--- config.mk ---
export PLATFORM = sky130hd
export DESIGN_NAME = blzss_fifo
export DESIGN_NICKNAME = d
export VERILOG_FILES = /design/src/hw/rtl/blzss_fifo.sv
export SDC_FILE = /design/constraint.sdc
export NUM_CORES = 1
export LEC_CHECK = 0
export BUFFER_PORTS_ARGS = -buffer_cell sky130_fd_sc_hd__buf_2
export CAP_MARGIN = 20
export CORE_MARGIN = 5
export CORE_UTILIZATION = 48
export CTS_BUF_LIST = sky130_fd_sc_hd__clkbuf_4
export DETAILED_ROUTE_END_ITERATION = 10
export GPL_ROUTABILITY_DRIVEN = 0
export MAX_ROUTING_LAYER = met4
export PLACE_DENSITY = 0.69
export SYNTH_ARGS = -nofsm -noshare
export SYNTH_HDL_FRONTEND = slang
export SYNTH_SLANG_ARGS = --single-unit
--- constraint.sdc ---
create_clock -name clk -period 2.25 [get_ports clk]
set_clock_uncertainty 0.1 [all_clocks]
set_input_delay 0.225 -clock clk [delete_from_list [all_inputs] [get_ports clk]]
set_output_delay 0.225 -clock clk [all_outputs]
set_load 0.005 [all_outputs]
--- src/hw/rtl/blzss_fifo.sv ---
module blzss_fifo #(
    parameter int WIDTH = 8,
    parameter int DEPTH = 4
) (
    input  logic                       clk,
    input  logic                       rst_n,
    input  logic                       wr_en,
    input  logic [WIDTH-1:0]           wr_data,
    input  logic                       rd_en,
    output logic [WIDTH-1:0]           rd_data,
    output logic                       full,
    output logic                       empty,
    output logic [$clog2(DEPTH+1)-1:0] count
);

    localparam int AW = (DEPTH > 1) ? $clog2(DEPTH) : 1;
    localparam int CW = $clog2(DEPTH + 1);

    logic [WIDTH-1:0] slot_reg [DEPTH];
    logic [AW-1:0]    wptr_reg;
    logic [AW-1:0]    rptr_reg;
    logic [CW-1:0]    count_reg;
    logic             do_wr;
    logic             do_rd;

    assign full    = (count_reg == CW'(DEPTH));
    assign empty   = (count_reg == '0);
    assign count   = count_reg;
    assign rd_data = slot_reg[rptr_reg];
    assign do_wr   = wr_en && !full;
    assign do_rd   = rd_en && !empty;

    always_ff @(posedge clk or negedge rst_n)
    begin
        if (!rst_n)
        begin
            wptr_reg  <= '0;
            rptr_reg  <= '0;
            count_reg <= '0;
        end
        else
        begin
            if (do_wr)
            begin
                wptr_reg <= (wptr_reg == AW'(DEPTH - 1)) ? '0 : wptr_reg + 1'b1;
            end
            if (do_rd)
            begin
                rptr_reg <= (rptr_reg == AW'(DEPTH - 1)) ? '0 : rptr_reg + 1'b1;
            end
            if (do_wr && !do_rd)
            begin
                count_reg <= count_reg + 1'b1;
            end
            else if (do_rd && !do_wr)
            begin
                count_reg <= count_reg - 1'b1;
            end
        end
    end

    always_ff @(posedge clk)
    begin
        if (do_wr)
        begin
            slot_reg[wptr_reg] <= wr_data;
        end
    end

endmodule

==> metrics, run 1 <==
status completed; Yosys top cell by area edfxtp_1; yosys warns 0; met3 WL 126 um; Tmin final 2.15 ns; Die W 68.1 um; Worst R2R Start count[1]; Mean Syn Cell Area 20.5 um^2; CP most frequent cell xor2_1; sequential fraction of the synthesis area 70.2%; die footprint 0.00463 mm^2; clk root buf clkbuf_4; final setup TNS 0 ns; max_cap viols 0; number of global-route vias before repair 892; Worst Reg-to-Reg Cells 8; peak supply drop 0.000592 V; Hold Vio Cnt, Final 0; layout cells sized above 1 45.0%; top cell type's share of synthesized area 59.4%; largest cells by area after synthesis edfxtp_1 59%, mux4_2 11%, dfrtp_1 11%, ha_1 4.6%, mux2_4 3.7%; area of the multi-input gates 473 um^2; pwr dens 1170 mW/mm^2; most common cell after layout, fill and taps aside edfxtp_1; clock buffer depth 2; dpl hpwl 1780 um; gr usage total 13.3%; most frequent cells in the layout 32 x edfxtp_1, 24 x buf_2, 9 x dlygate4sd3_1; Critical path buffers and inverters 1; post-synthesis register bit count 39; CP endpoint kind register; DR iter-0 viols 38; post-detailed-route count of antenna-violating nets 0; initial core utilization 48.9%; fmax 464 MHz; I/O pin count 25; final routed DRC violation total 0; Critical Path AT 2.31 ns; Register Area 0.00114 mm^2; WL final 2610 um; total power 2.29 mW; port buffer count 24; met2 WL post-DR 1430 um; Largest register FFs 32; mapped cell area 0.00162 mm^2; worst skew pair latency 0.33 ns; clock sinks 39; CP Max Fanout 5; Reg2Reg Setup Slack 0.1 ns; syn_nets 98; Synth cell types 19; vias per cell 4.93; Chip Height 68.1 um; TritonCTS clock tree yes; Util after Layout 59.3%; P&R area growth vs syn 21.3%; CP delay by family, top adder cells; wire length on met1 1020 um; kind of critical path register to register; final setup fails 0; slowest stage delay, CP 0.48 ns; unrepaired setup endpoints after global routing yes; initial antenna violation count 0; crit-path cells nor3_4 > nand2b_4 > ha_1 > inv_1 > fa_1 > xor2_1 > nor2_1 > xor2_1; WL/cell 15.7 um; DR pass1 iterations 4; RR Endpoint count[2]; DR vias 818; DR top layer met4; first-pass GRT wire length 4090 um; WP data required 2.41 ns; Hold Crit Class primary input to async pin; Lkg Pwr 0.758 nW; largest net degree at the start of global routing 13; Diodes inserted 0; nets@finish 138; Max-Slew Margin vs Limit 70.8%; crit start category register; Inserted Clock Buffers 5; H-Tree Depth 2; GRT overflow 0; Tightest Pin Transition 0.438 ns; Slew Limit Fails 0; slowest CP cell dfrtp_2; Post-Syn Instances 79; Core Box Area 0.00331 mm^2; crit share post-route 95.7%; Rows 21; Reg clk slew, reported paths 0.10 ns; fill cell count 272
==> worst register-to-register path: cells and delay by family (launching register included) <==
family                     cells  cell delay, ns
adders and majority gates      2            0.56
DFF                            1            0.48
xor gates and xnor gates       2            0.34
and+or+nand+nor                3            0.54
buffers and inverters          1            0.07
==> worst max path at each step <==
stage	from	endpoint	cells after the start
floorplan	count[0]	count[2]	8
global placement	count[1]	count[1]	6
detailed placement	count[1]	count[2]	8
CTS	rptr_reg[0]	rd_data[3]	2
global route	count[1]	count[2]	8
finish	count[1]	count[2]	8
==> cells in the mapped netlist <==
cell,n
inv_1,3
dfrtp_1,7
nor3b_4,1
nor3_1,1
xor2_1,2
xnor2_1,1
mux2_2,1
clkbuf_1,1
and2_1,3
mux2_4,4
mux4_2,8
nand2_1,1
ha_1,6
buf_2,1
nand2b_4,1
nor2b_4,1
nor2_1,4
edfxtp_1,32
fa_1,1
==> per-layer routing <==
metal / up-vias / GRT usage [%]
met5: - / -
met4: 0 / 7.44
met3: 4 / 3.94
met2: 21 / 22.3
met1: 410 / 13.9
li1: 383 / -
==> final cells by class <==
cell class / instances / area share [%]
clock buffers: 6 / 2.30
clock inverters: 2 / 0.446
inverters: 3 / 0.574
multi-input cells: 35 / 24.1
flip-flops and latches: 39 / 58.2
well taps: 46 / 2.93
repair buffers: 35 / 11.5
==> where the power goes <==
part | leakage, nW | internal [mW] | switching (mW) | total (mW)
clock | 0.0331 | 0.129 | 0.202 | 0.332
combinational | 0.353 | 0.475 | 0.308 | 0.783
sequential | 0.371 | 0.984 | 0.193 | 1.18
==> cell families after synthesis <==
group	count (synthesis)	synth area share, %
xor+xnor	3	1.62
fa+ha+maj	7	5.88
buf+inv	5	1.24
flops	39	70.2
mux	13	15.5
simple gates	12	5.49
==> through the flow <==
stage	cell area, um^2	hold WS (ns)	cells	worst slack, ns
after floorplan	1620	-0.171	79	0.171
after global placement	1790	-0.0339	148	0.227
after detailed placement	1790	-0.0296	148	0.116
after CTS	1940	0.127	165	0.0833
after global routing	1960	0.149	166	-0.0508
final	1960	0.153	166	0.0957
==> what timing repair did <==
action / 4_1_cts / 5_1_grt
hold buffers: 9 / 0
endpoints found under the setup margin: 0 / 4
buffers inserted: 0 / 1
gates resized for setup: 0 / 6
endpoints found under the hold margin: 33 / 0
Power figures use the tool's default switching activity.
==> run 2, diff against run 1 <==
- CORE_ASPECT_RATIO: unset -> 1.1
- clock period: 2.25 -> 2.4 ns (I/O delays scaled with it)
==> run 2 against run 1 <==
- wire length rose by 2.0%
- register-to-register slack improved by 0.15 ns
- first-iteration DRC count fell by 55%
- flip-flop and latch count did not move
- die area barely moved
- largest cell class unchanged
- largest power group unchanged
- worst hold slack got worse by 0.13 ns
- non-clock buffer count fell by 2
- total power rose by 2.5%
- final cell count fell by 7.2%
- sequential power fell by 8%
==> metrics, run 2 (synthesized netlist as in run 1, its figures left out) <==
hold_sp wr_data[1]; post-CTS resize count 0; Post-CTS Setup Bufs 0; DR iter-0 viols 17; worst skew pair latency 0.34 ns; layout cells sized above 1 41.5%; Reg clk slew, reported paths 0.11 ns; Lkg Pwr 0.772 nW; TritonCTS clock tree yes; most common cell after layout, fill and taps aside edfxtp_1; Util after Layout 59.5%; slowest CP cell dfrtp_1; crit share post-route 89.8%; post-detailed-route count of antenna-violating nets 0; clock buffer depth 2; Critical Path AT 2.32 ns; design area 0.00197 mm^2; die footprint 0.00463 mm^2; DR vias 817; crit start category register; Chip Height 70.9 um; Placed Instance Area 0.00178 mm^2; dpl hpwl 1780 um; Worst Reg-to-Reg Cells 8; most frequent cells in the layout 32 x edfxtp_1, 24 x buf_2, 8 x mux4_2, 8 x dlygate4sd3_1, 7 x dfrtp_1; final setup fails 0; I/O pin count 25; Hold Crit Class primary input to register; initial antenna violation count 0; Hold Crit Depth 1; port buffer count 24; unrepaired setup endpoints after global routing no; final routed DRC violation total 0; nets@finish 136; Diodes inserted 0; Core Box Area 0.00330 mm^2; Inserted Clock Buffers 5; P&R area growth vs syn 21.6%; WP data required 2.57 ns; gr usage total 13.7%; GRT overflow 0; Reg2Reg Setup Slack 0.24 ns; DR pass1 iterations 4; clk root buf clkbuf_4; CP Max Fanout 5; RR Endpoint count[2]; status completed; kind of critical path register to register; WL/cell 17.3 um; clock sinks 39; Hold Vio Cnt, Final 0; final setup TNS 0 ns; fmax 464 MHz; total power 2.35 mW; Largest register FFs 32; vias per cell 5.31; Slew Limit Fails 0; peak supply drop 0.000752 V; Tightest Pin Transition 0.608 ns; Max-Slew Margin vs Limit 59.5%; max_cap viols 0; Die W 65.4 um; Tmin final 2.16 ns; largest net degree at the start of global routing 13; first-pass GRT wire length 4350 um; initial core utilization 49.0%; WL final 2670 um; crit-path cells nor3_1 > nand2b_4 > ha_1 > inv_1 > fa_1 > xor2_1 > nor2_1 > xor2_1; Hold EP slot_reg[2][1]; number of global-route vias before repair 864; H-Tree Depth 2; pwr dens 1190 mW/mm^2; slowest stage delay, CP 0.48 ns; CP endpoint kind register; Worst R2R Start count[1]; CP most frequent cell xor2_1; Rows 22
[run 2: changes by cell type in the layout (fill, tap and decap cells not counted)]
cell | before | now
dfrtp_1 | 3 | 7
dfrtp_2 | 4 | 0
bufinv_16 | 0 | 2
buf_4 | 2 | 1
clkinv_1 | 1 | 0
clkinv_2 | 1 | 0
dlygate4sd3_1 | 9 | 8
nor3_1 | 0 | 1
nor3_4 | 1 | 0
[run 2: power by group]
| group | switching [mW] | leakage (nW) | internal [mW] |
|---|---|---|---|
| sequential | 0.171 | 0.375 | 0.915 |
| combinational | 0.286 | 0.341 | 0.439 |
| clock | 0.203 | 0.0559 | 0.336 |
[run 2: critical path, delay by kind of cell, from the launching register on]
family	cells	cell delay, ns
adder cells (fa/ha/maj)	2	0.57
buffers and inverters	1	0.06
XOR/XNOR	2	0.30
flip-flops	1	0.48
AND/OR/NAND/NOR	3	0.57
[run 2: per-stage QoR]
| step | hold WS, ns | setup slack [ns] | std cells |
|---|---|---|---|
| after floorplan | -0.156 | 0.321 | 79 |
| after global placement | -0.0189 | 0.386 | 138 |
| after detailed placement | -0.0136 | 0.263 | 138 |
| after CTS | 0.00107 | 0.176 | 149 |
| after global routing | 0.00749 | 0.0797 | 154 |
| final | 0.0185 | 0.244 | 154 |
[run 2: final cells by class]
type,instances,area (um^2)
Fill cell,252,1340
Sequential cell,39,1140
Multi-Input combinational cell,35,462
Timing Repair Buffer,33,208
Clock inverter,2,60.1
Clock buffer,6,45.0
Tap cell,36,45.0
Inverter,3,11.3
[run 2: how the worst max path moves through the flow]
stage,start,endpoint,slack (ns),cells after the start
after floorplan,count[0],count[2],0.32,8
after global placement,count[0],count[2],0.39,8
after detailed placement,count[0],count[2],0.26,8
after CTS,rptr_reg[0],rd_data[4],0.18,2
after global routing,rptr_reg[0],rd_data[4],0.08,2
final,count[1],count[2],0.24,8
[run 2: timing repair]
item,CTS,global route
endpoints found under the hold margin,15,13
endpoints found under the setup margin,0,0
hold buffers,3,5
[run 2: routing by layer]
metal	vias to the layer above	track usage, %	wire [um]
li1	378	-	-
met1	410	14.7	1030
met2	21	22.5	1450
met3	8	5.40	131
met4	0	5.53	58
met5	-	-	0
