`src/hw/rtl/blzss_pkg.sv`:
```
package blzss_pkg;

    localparam int WINDOW_BYTES_DEF = 2048;
    localparam int CMD_DEPTH_DEF    = 4;
    localparam int OUT_DEPTH_DEF    = 4;

    localparam int DIST_W    = 11;
    localparam int CNT_W     = 6;
    localparam int MATCH_MIN = 3;

    localparam logic [1:0] ERR_NONE       = 2'd0;
    localparam logic [1:0] ERR_AFTER_DONE = 2'd1;
    localparam logic [1:0] ERR_EARLY_END  = 2'd2;

    typedef enum logic [1:0] {
        OP_FILL = 2'd0,
        OP_COPY = 2'd1,
        OP_ERR  = 2'd2
    } op_t;

    typedef struct packed {
        op_t               op;
        logic [7:0]        value;
        logic [CNT_W-1:0]  count;
        logic [DIST_W-1:0] dist_m1;
        logic              done;
        logic [1:0]        err;
    } cmd_t;

    typedef struct packed {
        logic [7:0] data;
        logic       last;
        logic       done;
        logic [1:0] err;
    } res_t;

endpackage

```
`src/hw/rtl/blzss_front.sv`:
```
module blzss_front
    import blzss_pkg::*;
(
    input  logic       clk,
    input  logic       rst_n,
    input  logic       accept,
    input  logic [7:0] in_byte,
    input  logic       in_last,
    output logic       cmd_push,
    output cmd_t       cmd
);

    typedef enum logic [10:0] {
        PH_SZ0       = 11'b000_0000_0001,
        PH_SZ1       = 11'b000_0000_0010,
        PH_SZ2       = 11'b000_0000_0100,
        PH_SZ3       = 11'b000_0000_1000,
        PH_HDR0      = 11'b000_0001_0000,
        PH_HDR1      = 11'b000_0010_0000,
        PH_STORED    = 11'b000_0100_0000,
        PH_TOKEN     = 11'b000_1000_0000,
        PH_AFTERFLAG = 11'b001_0000_0000,
        PH_MATCH2    = 11'b010_0000_0000,
        PH_DONE      = 11'b100_0000_0000
    } phase_t;

    phase_t        phase_reg;
    phase_t        phase_next;
    logic [31:0]   size_reg;
    logic [31:0]   size_next;
    logic [31:0]   remain_reg;
    logic [31:0]   remain_next;
    logic [14:0]   left_reg;
    logic [14:0]   left_next;
    logic [15:0]   pos_reg;
    logic [15:0]   pos_next;
    logic [7:0]    first_reg;
    logic [7:0]    first_next;
    logic [15:0]   flag_reg;
    logic [15:0]   flag_next;
    logic [7:0]    held_reg;
    logic [7:0]    held_next;

    always_comb
    begin
        logic [15:0]       word;
        logic [15:0]       fs;
        logic              tok;
        logic              tok_bit;
        logic              lit;
        logic              mat;
        logic              body;
        logic              pre_start;
        logic [CNT_W-1:0]  put_cnt;
        logic [CNT_W-1:0]  n_emit;
        logic [DIST_W-1:0] dist_m1;
        logic [16:0]       pos_sum;
        logic [1:0]        err;

        phase_next  = phase_reg;
        size_next   = size_reg;
        remain_next = remain_reg;
        left_next   = left_reg;
        pos_next    = pos_reg;
        first_next  = first_reg;
        flag_next   = flag_reg;
        held_next   = held_reg;
        word        = {held_reg, in_byte};
        fs          = {1'b0, flag_reg[15:1]};
        tok         = 1'b0;
        tok_bit     = 1'b0;
        lit         = 1'b0;
        mat         = 1'b0;
        pre_start   = 1'b0;
        put_cnt     = '0;
        n_emit      = '0;
        dist_m1     = word[15:5];
        pos_sum     = '0;
        err         = ERR_NONE;
        cmd         = '0;
        cmd_push    = 1'b0;
        body        = phase_reg inside {PH_STORED, PH_TOKEN, PH_AFTERFLAG, PH_MATCH2};

        unique case (phase_reg) inside
            PH_DONE:
            begin
                err = ERR_AFTER_DONE;
            end
            PH_SZ0, PH_SZ1, PH_SZ2:
            begin
                size_next  = {size_reg[23:0], in_byte};
                phase_next = (phase_reg == PH_SZ0) ? PH_SZ1 :
                             (phase_reg == PH_SZ1) ? PH_SZ2 : PH_SZ3;
            end
            PH_SZ3:
            begin
                size_next   = {size_reg[23:0], in_byte};
                remain_next = {size_reg[23:0], in_byte};
                phase_next  = ({size_reg[23:0], in_byte} == '0) ? PH_DONE : PH_HDR0;
            end
            PH_HDR0:
            begin
                held_next  = in_byte;
                phase_next = PH_HDR1;
            end
            PH_HDR1:
            begin
                left_next  = word[14:0];
                pos_next   = '0;
                first_next = '0;
                flag_next  = '0;
                phase_next = word[15] ? PH_STORED : PH_TOKEN;
                if (word[14:0] == '0)
                begin
                    phase_next = (remain_reg == '0) ? PH_DONE : PH_HDR0;
                end
            end
            PH_STORED:
            begin
                lit = 1'b1;
            end
            PH_TOKEN:
            begin
                if (!fs[8])
                begin
                    flag_next  = {8'hff, in_byte};
                    phase_next = PH_AFTERFLAG;
                end
                else
                begin
                    flag_next = fs;
                    tok       = 1'b1;
                    tok_bit   = fs[0];
                end
            end
            PH_AFTERFLAG:
            begin
                tok     = 1'b1;
                tok_bit = flag_reg[0];
            end
            PH_MATCH2:
            begin
                mat = 1'b1;
            end
            default:
            begin
                err = ERR_NONE;
            end
        endcase

        if (tok)
        begin
            if (tok_bit)
            begin
                held_next  = in_byte;
                phase_next = PH_MATCH2;
            end
            else
            begin
                lit        = 1'b1;
                phase_next = PH_TOKEN;
            end
        end

        if (lit)
        begin
            put_cnt = CNT_W'(1);
            if (pos_reg == '0)
            begin
                first_next = in_byte;
            end
        end

        if (mat)
        begin
            put_cnt    = CNT_W'(word[4:0]) + CNT_W'(MATCH_MIN);
            pre_start  = ({5'b0, dist_m1} >= pos_reg);
            phase_next = PH_TOKEN;
        end

        if (lit || mat)
        begin
            pos_sum  = {1'b0, pos_reg} + 17'(put_cnt);
            pos_next = pos_sum[16] ? 16'hffff : pos_sum[15:0];
        end

        if (body)
        begin
            n_emit      = (remain_reg < 32'(put_cnt)) ? remain_reg[CNT_W-1:0] : put_cnt;
            remain_next = remain_reg - 32'(n_emit);
            left_next   = left_reg - 1'b1;
            if (left_reg == 15'd1)
            begin
                phase_next = (remain_next == '0) ? PH_DONE : PH_HDR0;
            end
        end

        if (err == ERR_NONE && in_last && phase_next != PH_DONE)
        begin
            err = ERR_EARLY_END;
        end

        if (err != ERR_NONE)
        begin
            cmd.op    = OP_ERR;
            cmd.count = CNT_W'(1);
            cmd.done  = (err == ERR_AFTER_DONE);
            cmd.err   = err;
            cmd_push  = accept;
        end
        else
        begin
            cmd.op      = (mat && !pre_start) ? OP_COPY : OP_FILL;
            cmd.value   = mat ? first_reg : in_byte;
            cmd.count   = n_emit;
            cmd.dist_m1 = dist_m1;
            cmd.done    = (phase_next == PH_DONE);
            cmd.err     = ERR_NONE;
            cmd_push    = accept && (n_emit != '0);
        end
    end

    always_ff @(posedge clk or negedge rst_n)
    begin
        if (!rst_n)
        begin
            phase_reg  <= PH_SZ0;
            size_reg   <= '0;
            remain_reg <= '0;
            left_reg   <= '0;
            pos_reg    <= '0;
            first_reg  <= '0;
            flag_reg   <= '0;
            held_reg   <= '0;
        end
        else if (accept)
        begin
            if (in_last)
            begin
                phase_reg  <= PH_SZ0;
                size_reg   <= '0;
                remain_reg <= '0;
                left_reg   <= '0;
                pos_reg    <= '0;
                first_reg  <= '0;
                flag_reg   <= '0;
                held_reg   <= '0;
            end
            else
            begin
                phase_reg  <= phase_next;
                size_reg   <= size_next;
                remain_reg <= remain_next;
                left_reg   <= left_next;
                pos_reg    <= pos_next;
                first_reg  <= first_next;
                flag_reg   <= flag_next;
                held_reg   <= held_next;
            end
        end
    end

endmodule

```
`config.mk`:
```
export PLATFORM = sky130hd
export DESIGN_NAME = blzss_front
export DESIGN_NICKNAME = d
export VERILOG_FILES = /design/src/hw/rtl/blzss_pkg.sv /design/src/hw/rtl/blzss_front.sv
export SDC_FILE = /design/constraint.sdc
export NUM_CORES = 1
export LEC_CHECK = 0
export ABC_AREA = 1
export BUFFER_PORTS_ARGS = -buffer_cell sky130_fd_sc_hd__buf_2
export CORE_MARGIN = 1.5
export CORE_UTILIZATION = 62
export CTS_CLUSTER_SIZE = 40
export DETAILED_ROUTE_END_ITERATION = 6
export PLACE_DENSITY = 0.89
export SLEW_MARGIN = 25
export SYNTH_ARGS = -nofsm -noshare
export SYNTH_HDL_FRONTEND = slang
export SYNTH_SLANG_ARGS = --single-unit
```
`constraint.sdc`:
```
create_clock -name clk -period 5.45 [get_ports clk]
set_input_delay 0 -clock clk [delete_from_list [all_inputs] [get_ports clk]]
set_output_delay 0 -clock clk [all_outputs]
set_load 0.01 [all_outputs]
```
==> reports/results.tsv <==
metric	value	unit
yosysTopAreaCellShare	35.2	%
worstHoldStart	in_byte[5]	
hold_end	first_reg[5]$_DFFE_PN0P_	
cts_tree	yes	
slew_viol_final	0	
setup_slack	-438	ps
path_class	flop to output port	
comb_power_share	45.8	%
setup_viol	29	
synth-async-reset-ratio	100	%
use_met1	48.4	%
synth_most_common_cell	nand2_1	
cts_buffer_depth	2	
synth_common_cells	310 x nand2_1, 198 x inv_1, 159 x nor2_1	
seq_power_share	26.9	%
fin_util	77.1	%
synth.cell_area	9170	µm²
dpl.hpwl	19700	µm
clk_pin_slew	60	ps
grt_max_degree	77	
synth-edff-count	0	
switching_share	43.2	%
finClkSkew	8.88	ps
synth_top_area_cell	dfrtp_1	
grt.overflow.total	0	
p_int	2480	µW
ff2ff_setup_slack	460	ps
syn_area_per_cell	6.78	µm²
hold_viol_final	0	
yosysWarnings	0	
htreeDepth	4	
path_common_cell	nand2_1	
power_leakage	0.00537	µW
area_growth	21.7	%
finalNetCount	1486	
port_buffers	42	
grt_pass1_wl	48100	µm
crit_fanout	6	
drtIter0Drc	1854	
path_buf_inv	8	
die_h	125	µm
fillCellCount	953	
busiest_layer	met2	
synthFlopType	dfrtp_1	
crit_path_start_kind	flop	
tightest_slew	1140	ps
cap_violations	0	
cpLargestDelayFamily	simple AND/OR/NAND/NOR gates	
vias_per_cell	6.53	
max_freq	0.170	GHz
synth-seq-cells	130	
initial_core_util	63.3	%
dr.pass1.iters	7	
peakVddDrop	0.320	mV
post-route-period-util	108	%
cp-end-kind	output port	
period_minus_slack	5890	ps
grt_use_total	38.7	%
use_met3	11.0	%
crit_arrival	5890	ps
die-area	15500	µm²
r2r_cells	37	
die_w	125	µm
dp_worst_setup_slack	33.9	ps
syn_nets	1397	
hp-class	primary input to flop	
tns	-10230	ps
drt-wirelength-per-cell	20.2	µm
p_switching	1880	µW
critPathMaxStageDelay	410	ps
status	finished with violations	
grt_pass1_vias	9709	
hold_depth	3	
violations	DRC, setup timing	
yosysUniqueCellTypes	47	
yosys-top-cells-area	dfrtp_1 35%, nand2_1 13%, inv_1 8.1%	
grtUsageMet2	60.2	%
timing.slew.headroom	23.5	%
row_count	44	
largest_reg_flops	32	
core_area	14500	µm²
cts_root_buffer	clkbuf_16	
drive_gt1_share	17.3	%
drcViolationCount	42	
num_vias	10700	
ios	43	
gp_congestion	0.972	
dpl.cell_count	1552	
ys_seq_area_share	35.5	%
cts.sinks	130	
rsz0062_at_grt	yes	
rr_startpoint	phase_reg[5]$_DFFE_PN0P_	
finalWirelength	33100	µm
worstPathRequired	5450	ps
antenna_found_initial	0	
power_frac_clock	27.2	%
r2r_end	remain_reg[29]$_DFFE_PN0P_	
antenna_left	0	
numCtsBuffers	17	
clkLatencyLatePin	440	ps
power_density	391	nW/µm²
layout.cells.non_filler	1637	
syn_inst	1351	
diodes	0	
crit_slowest_cell	dfrtp_1	
==> worst reg2reg max path: cells and delay by family, from the launching register on <==
| family | cells | cell delay (ps) |
|---|---|---|
| and+or+nand+nor | 22 | 2430 |
| buffers and inverters | 11 | 1190 |
| adders and majority gates | 2 | 520 |
| DFF | 1 | 410 |
| xor gates and xnor gates | 1 | 220 |
| AOI/OAI and AO/OA | 1 | 70 |
==> per-stage QoR <==
step / hold slack [ps] / total power [µW] / cell area, µm²
after floorplan: -296 / 2230 / 9170
after global placement: 98.1 / 2570 / 9540
after detailed placement: 96.0 / 2590 / 9540
after CTS: 9.29 / 4000 / 10700
after global routing: 39.4 / 4540 / 11200
final: 38.1 / 4360 / 11200
==> worst max-delay path by stage <==
stage	slack, ps	end	start	cells after the start
2_1_floorplan	520	cmd[24]	phase_reg[7]$_DFFE_PN0P_	33
3_3_place_gp	300	cmd_push	phase_reg[7]$_DFFE_PN0P_	35
3_5_place_dp	30	cmd_push	phase_reg[7]$_DFFE_PN0P_	35
4_1_cts	-20	cmd[12]	phase_reg[1]$_DFFE_PN0P_	36
5_1_grt	-790	cmd[17]	phase_reg[5]$_DFFE_PN0P_	39
6_report	-440	cmd[18]	phase_reg[5]$_DFFE_PN0P_	39
==> area by class of cell <==
class / instances / area, µm² / share of cell area [%]
repair buffers: 105 / 798 / 7.15
clock buffers: 19 / 453 / 4.06
multi-input cells: 980 / 5490 / 49.2
inverters: 206 / 783 / 7.02
flip-flops and latches: 130 / 3250 / 29.2
clock inverters: 13 / 151 / 1.36
well taps: 184 / 230 / 2.06
==> repair_timing <==
action	in CTS	in global routing
endpoints found under the setup margin	29	30
gates cloned	2	0
hold endpoints to repair	61	0
hold buffers	7	0
setup buffers	25	20
gates resized for setup	51	77
pin swaps	27	38
==> cell families (layout without fill, tap and decap cells) <==
kind of cell / Yosys count / in the layout / synth area share [%]
buffers and inverters: 243 / 343 / 10.3
adders and majority gates: 34 / 34 / 4.80
AOI/OAI and AO/OA: 291 / 291 / 17.9
and+or+nand+nor: 629 / 631 / 29.2
DFF: 130 / 130 / 35.5
xor gates and xnor gates: 24 / 24 / 2.29
==> power groups by stage <==
stage	clock [µW]	combinational, µW	sequential (µW)
floorplan	0	1090	1150
global placement	0	1400	1170
detailed placement	0	1420	1170
CTS	1180	1660	1160
global route	1230	2140	1180
finish	1190	2000	1170
==> cells in the final DEF (no fill, tap or decap), drive strengths merged, types with 6 or more instances in the layout <==
| cell | count |
|---|---|
| clkbuf | 19 |
| dlygate4sd3 | 7 |
| a211oi | 8 |
| nor3 | 24 |
| o22ai | 67 |
| a21oi | 69 |
| o21ai | 126 |
| ha | 32 |
| dfrtp | 129 |
| buf | 98 |
| inv | 207 |
| nor4 | 11 |
| xor2 | 21 |
| clkinv | 6 |
| nand4 | 22 |
| nand3 | 79 |
| nand2 | 319 |
| nor2 | 167 |
==> routing by layer <==
layer  share of wire (%)  up-vias
met5                   0        -
met3                  13      303
li1                    -     4641
met1                  34     4846
met2                  44      907
met4                 9.1        0
No activity file was read; power rests on OpenSTA's default activity.
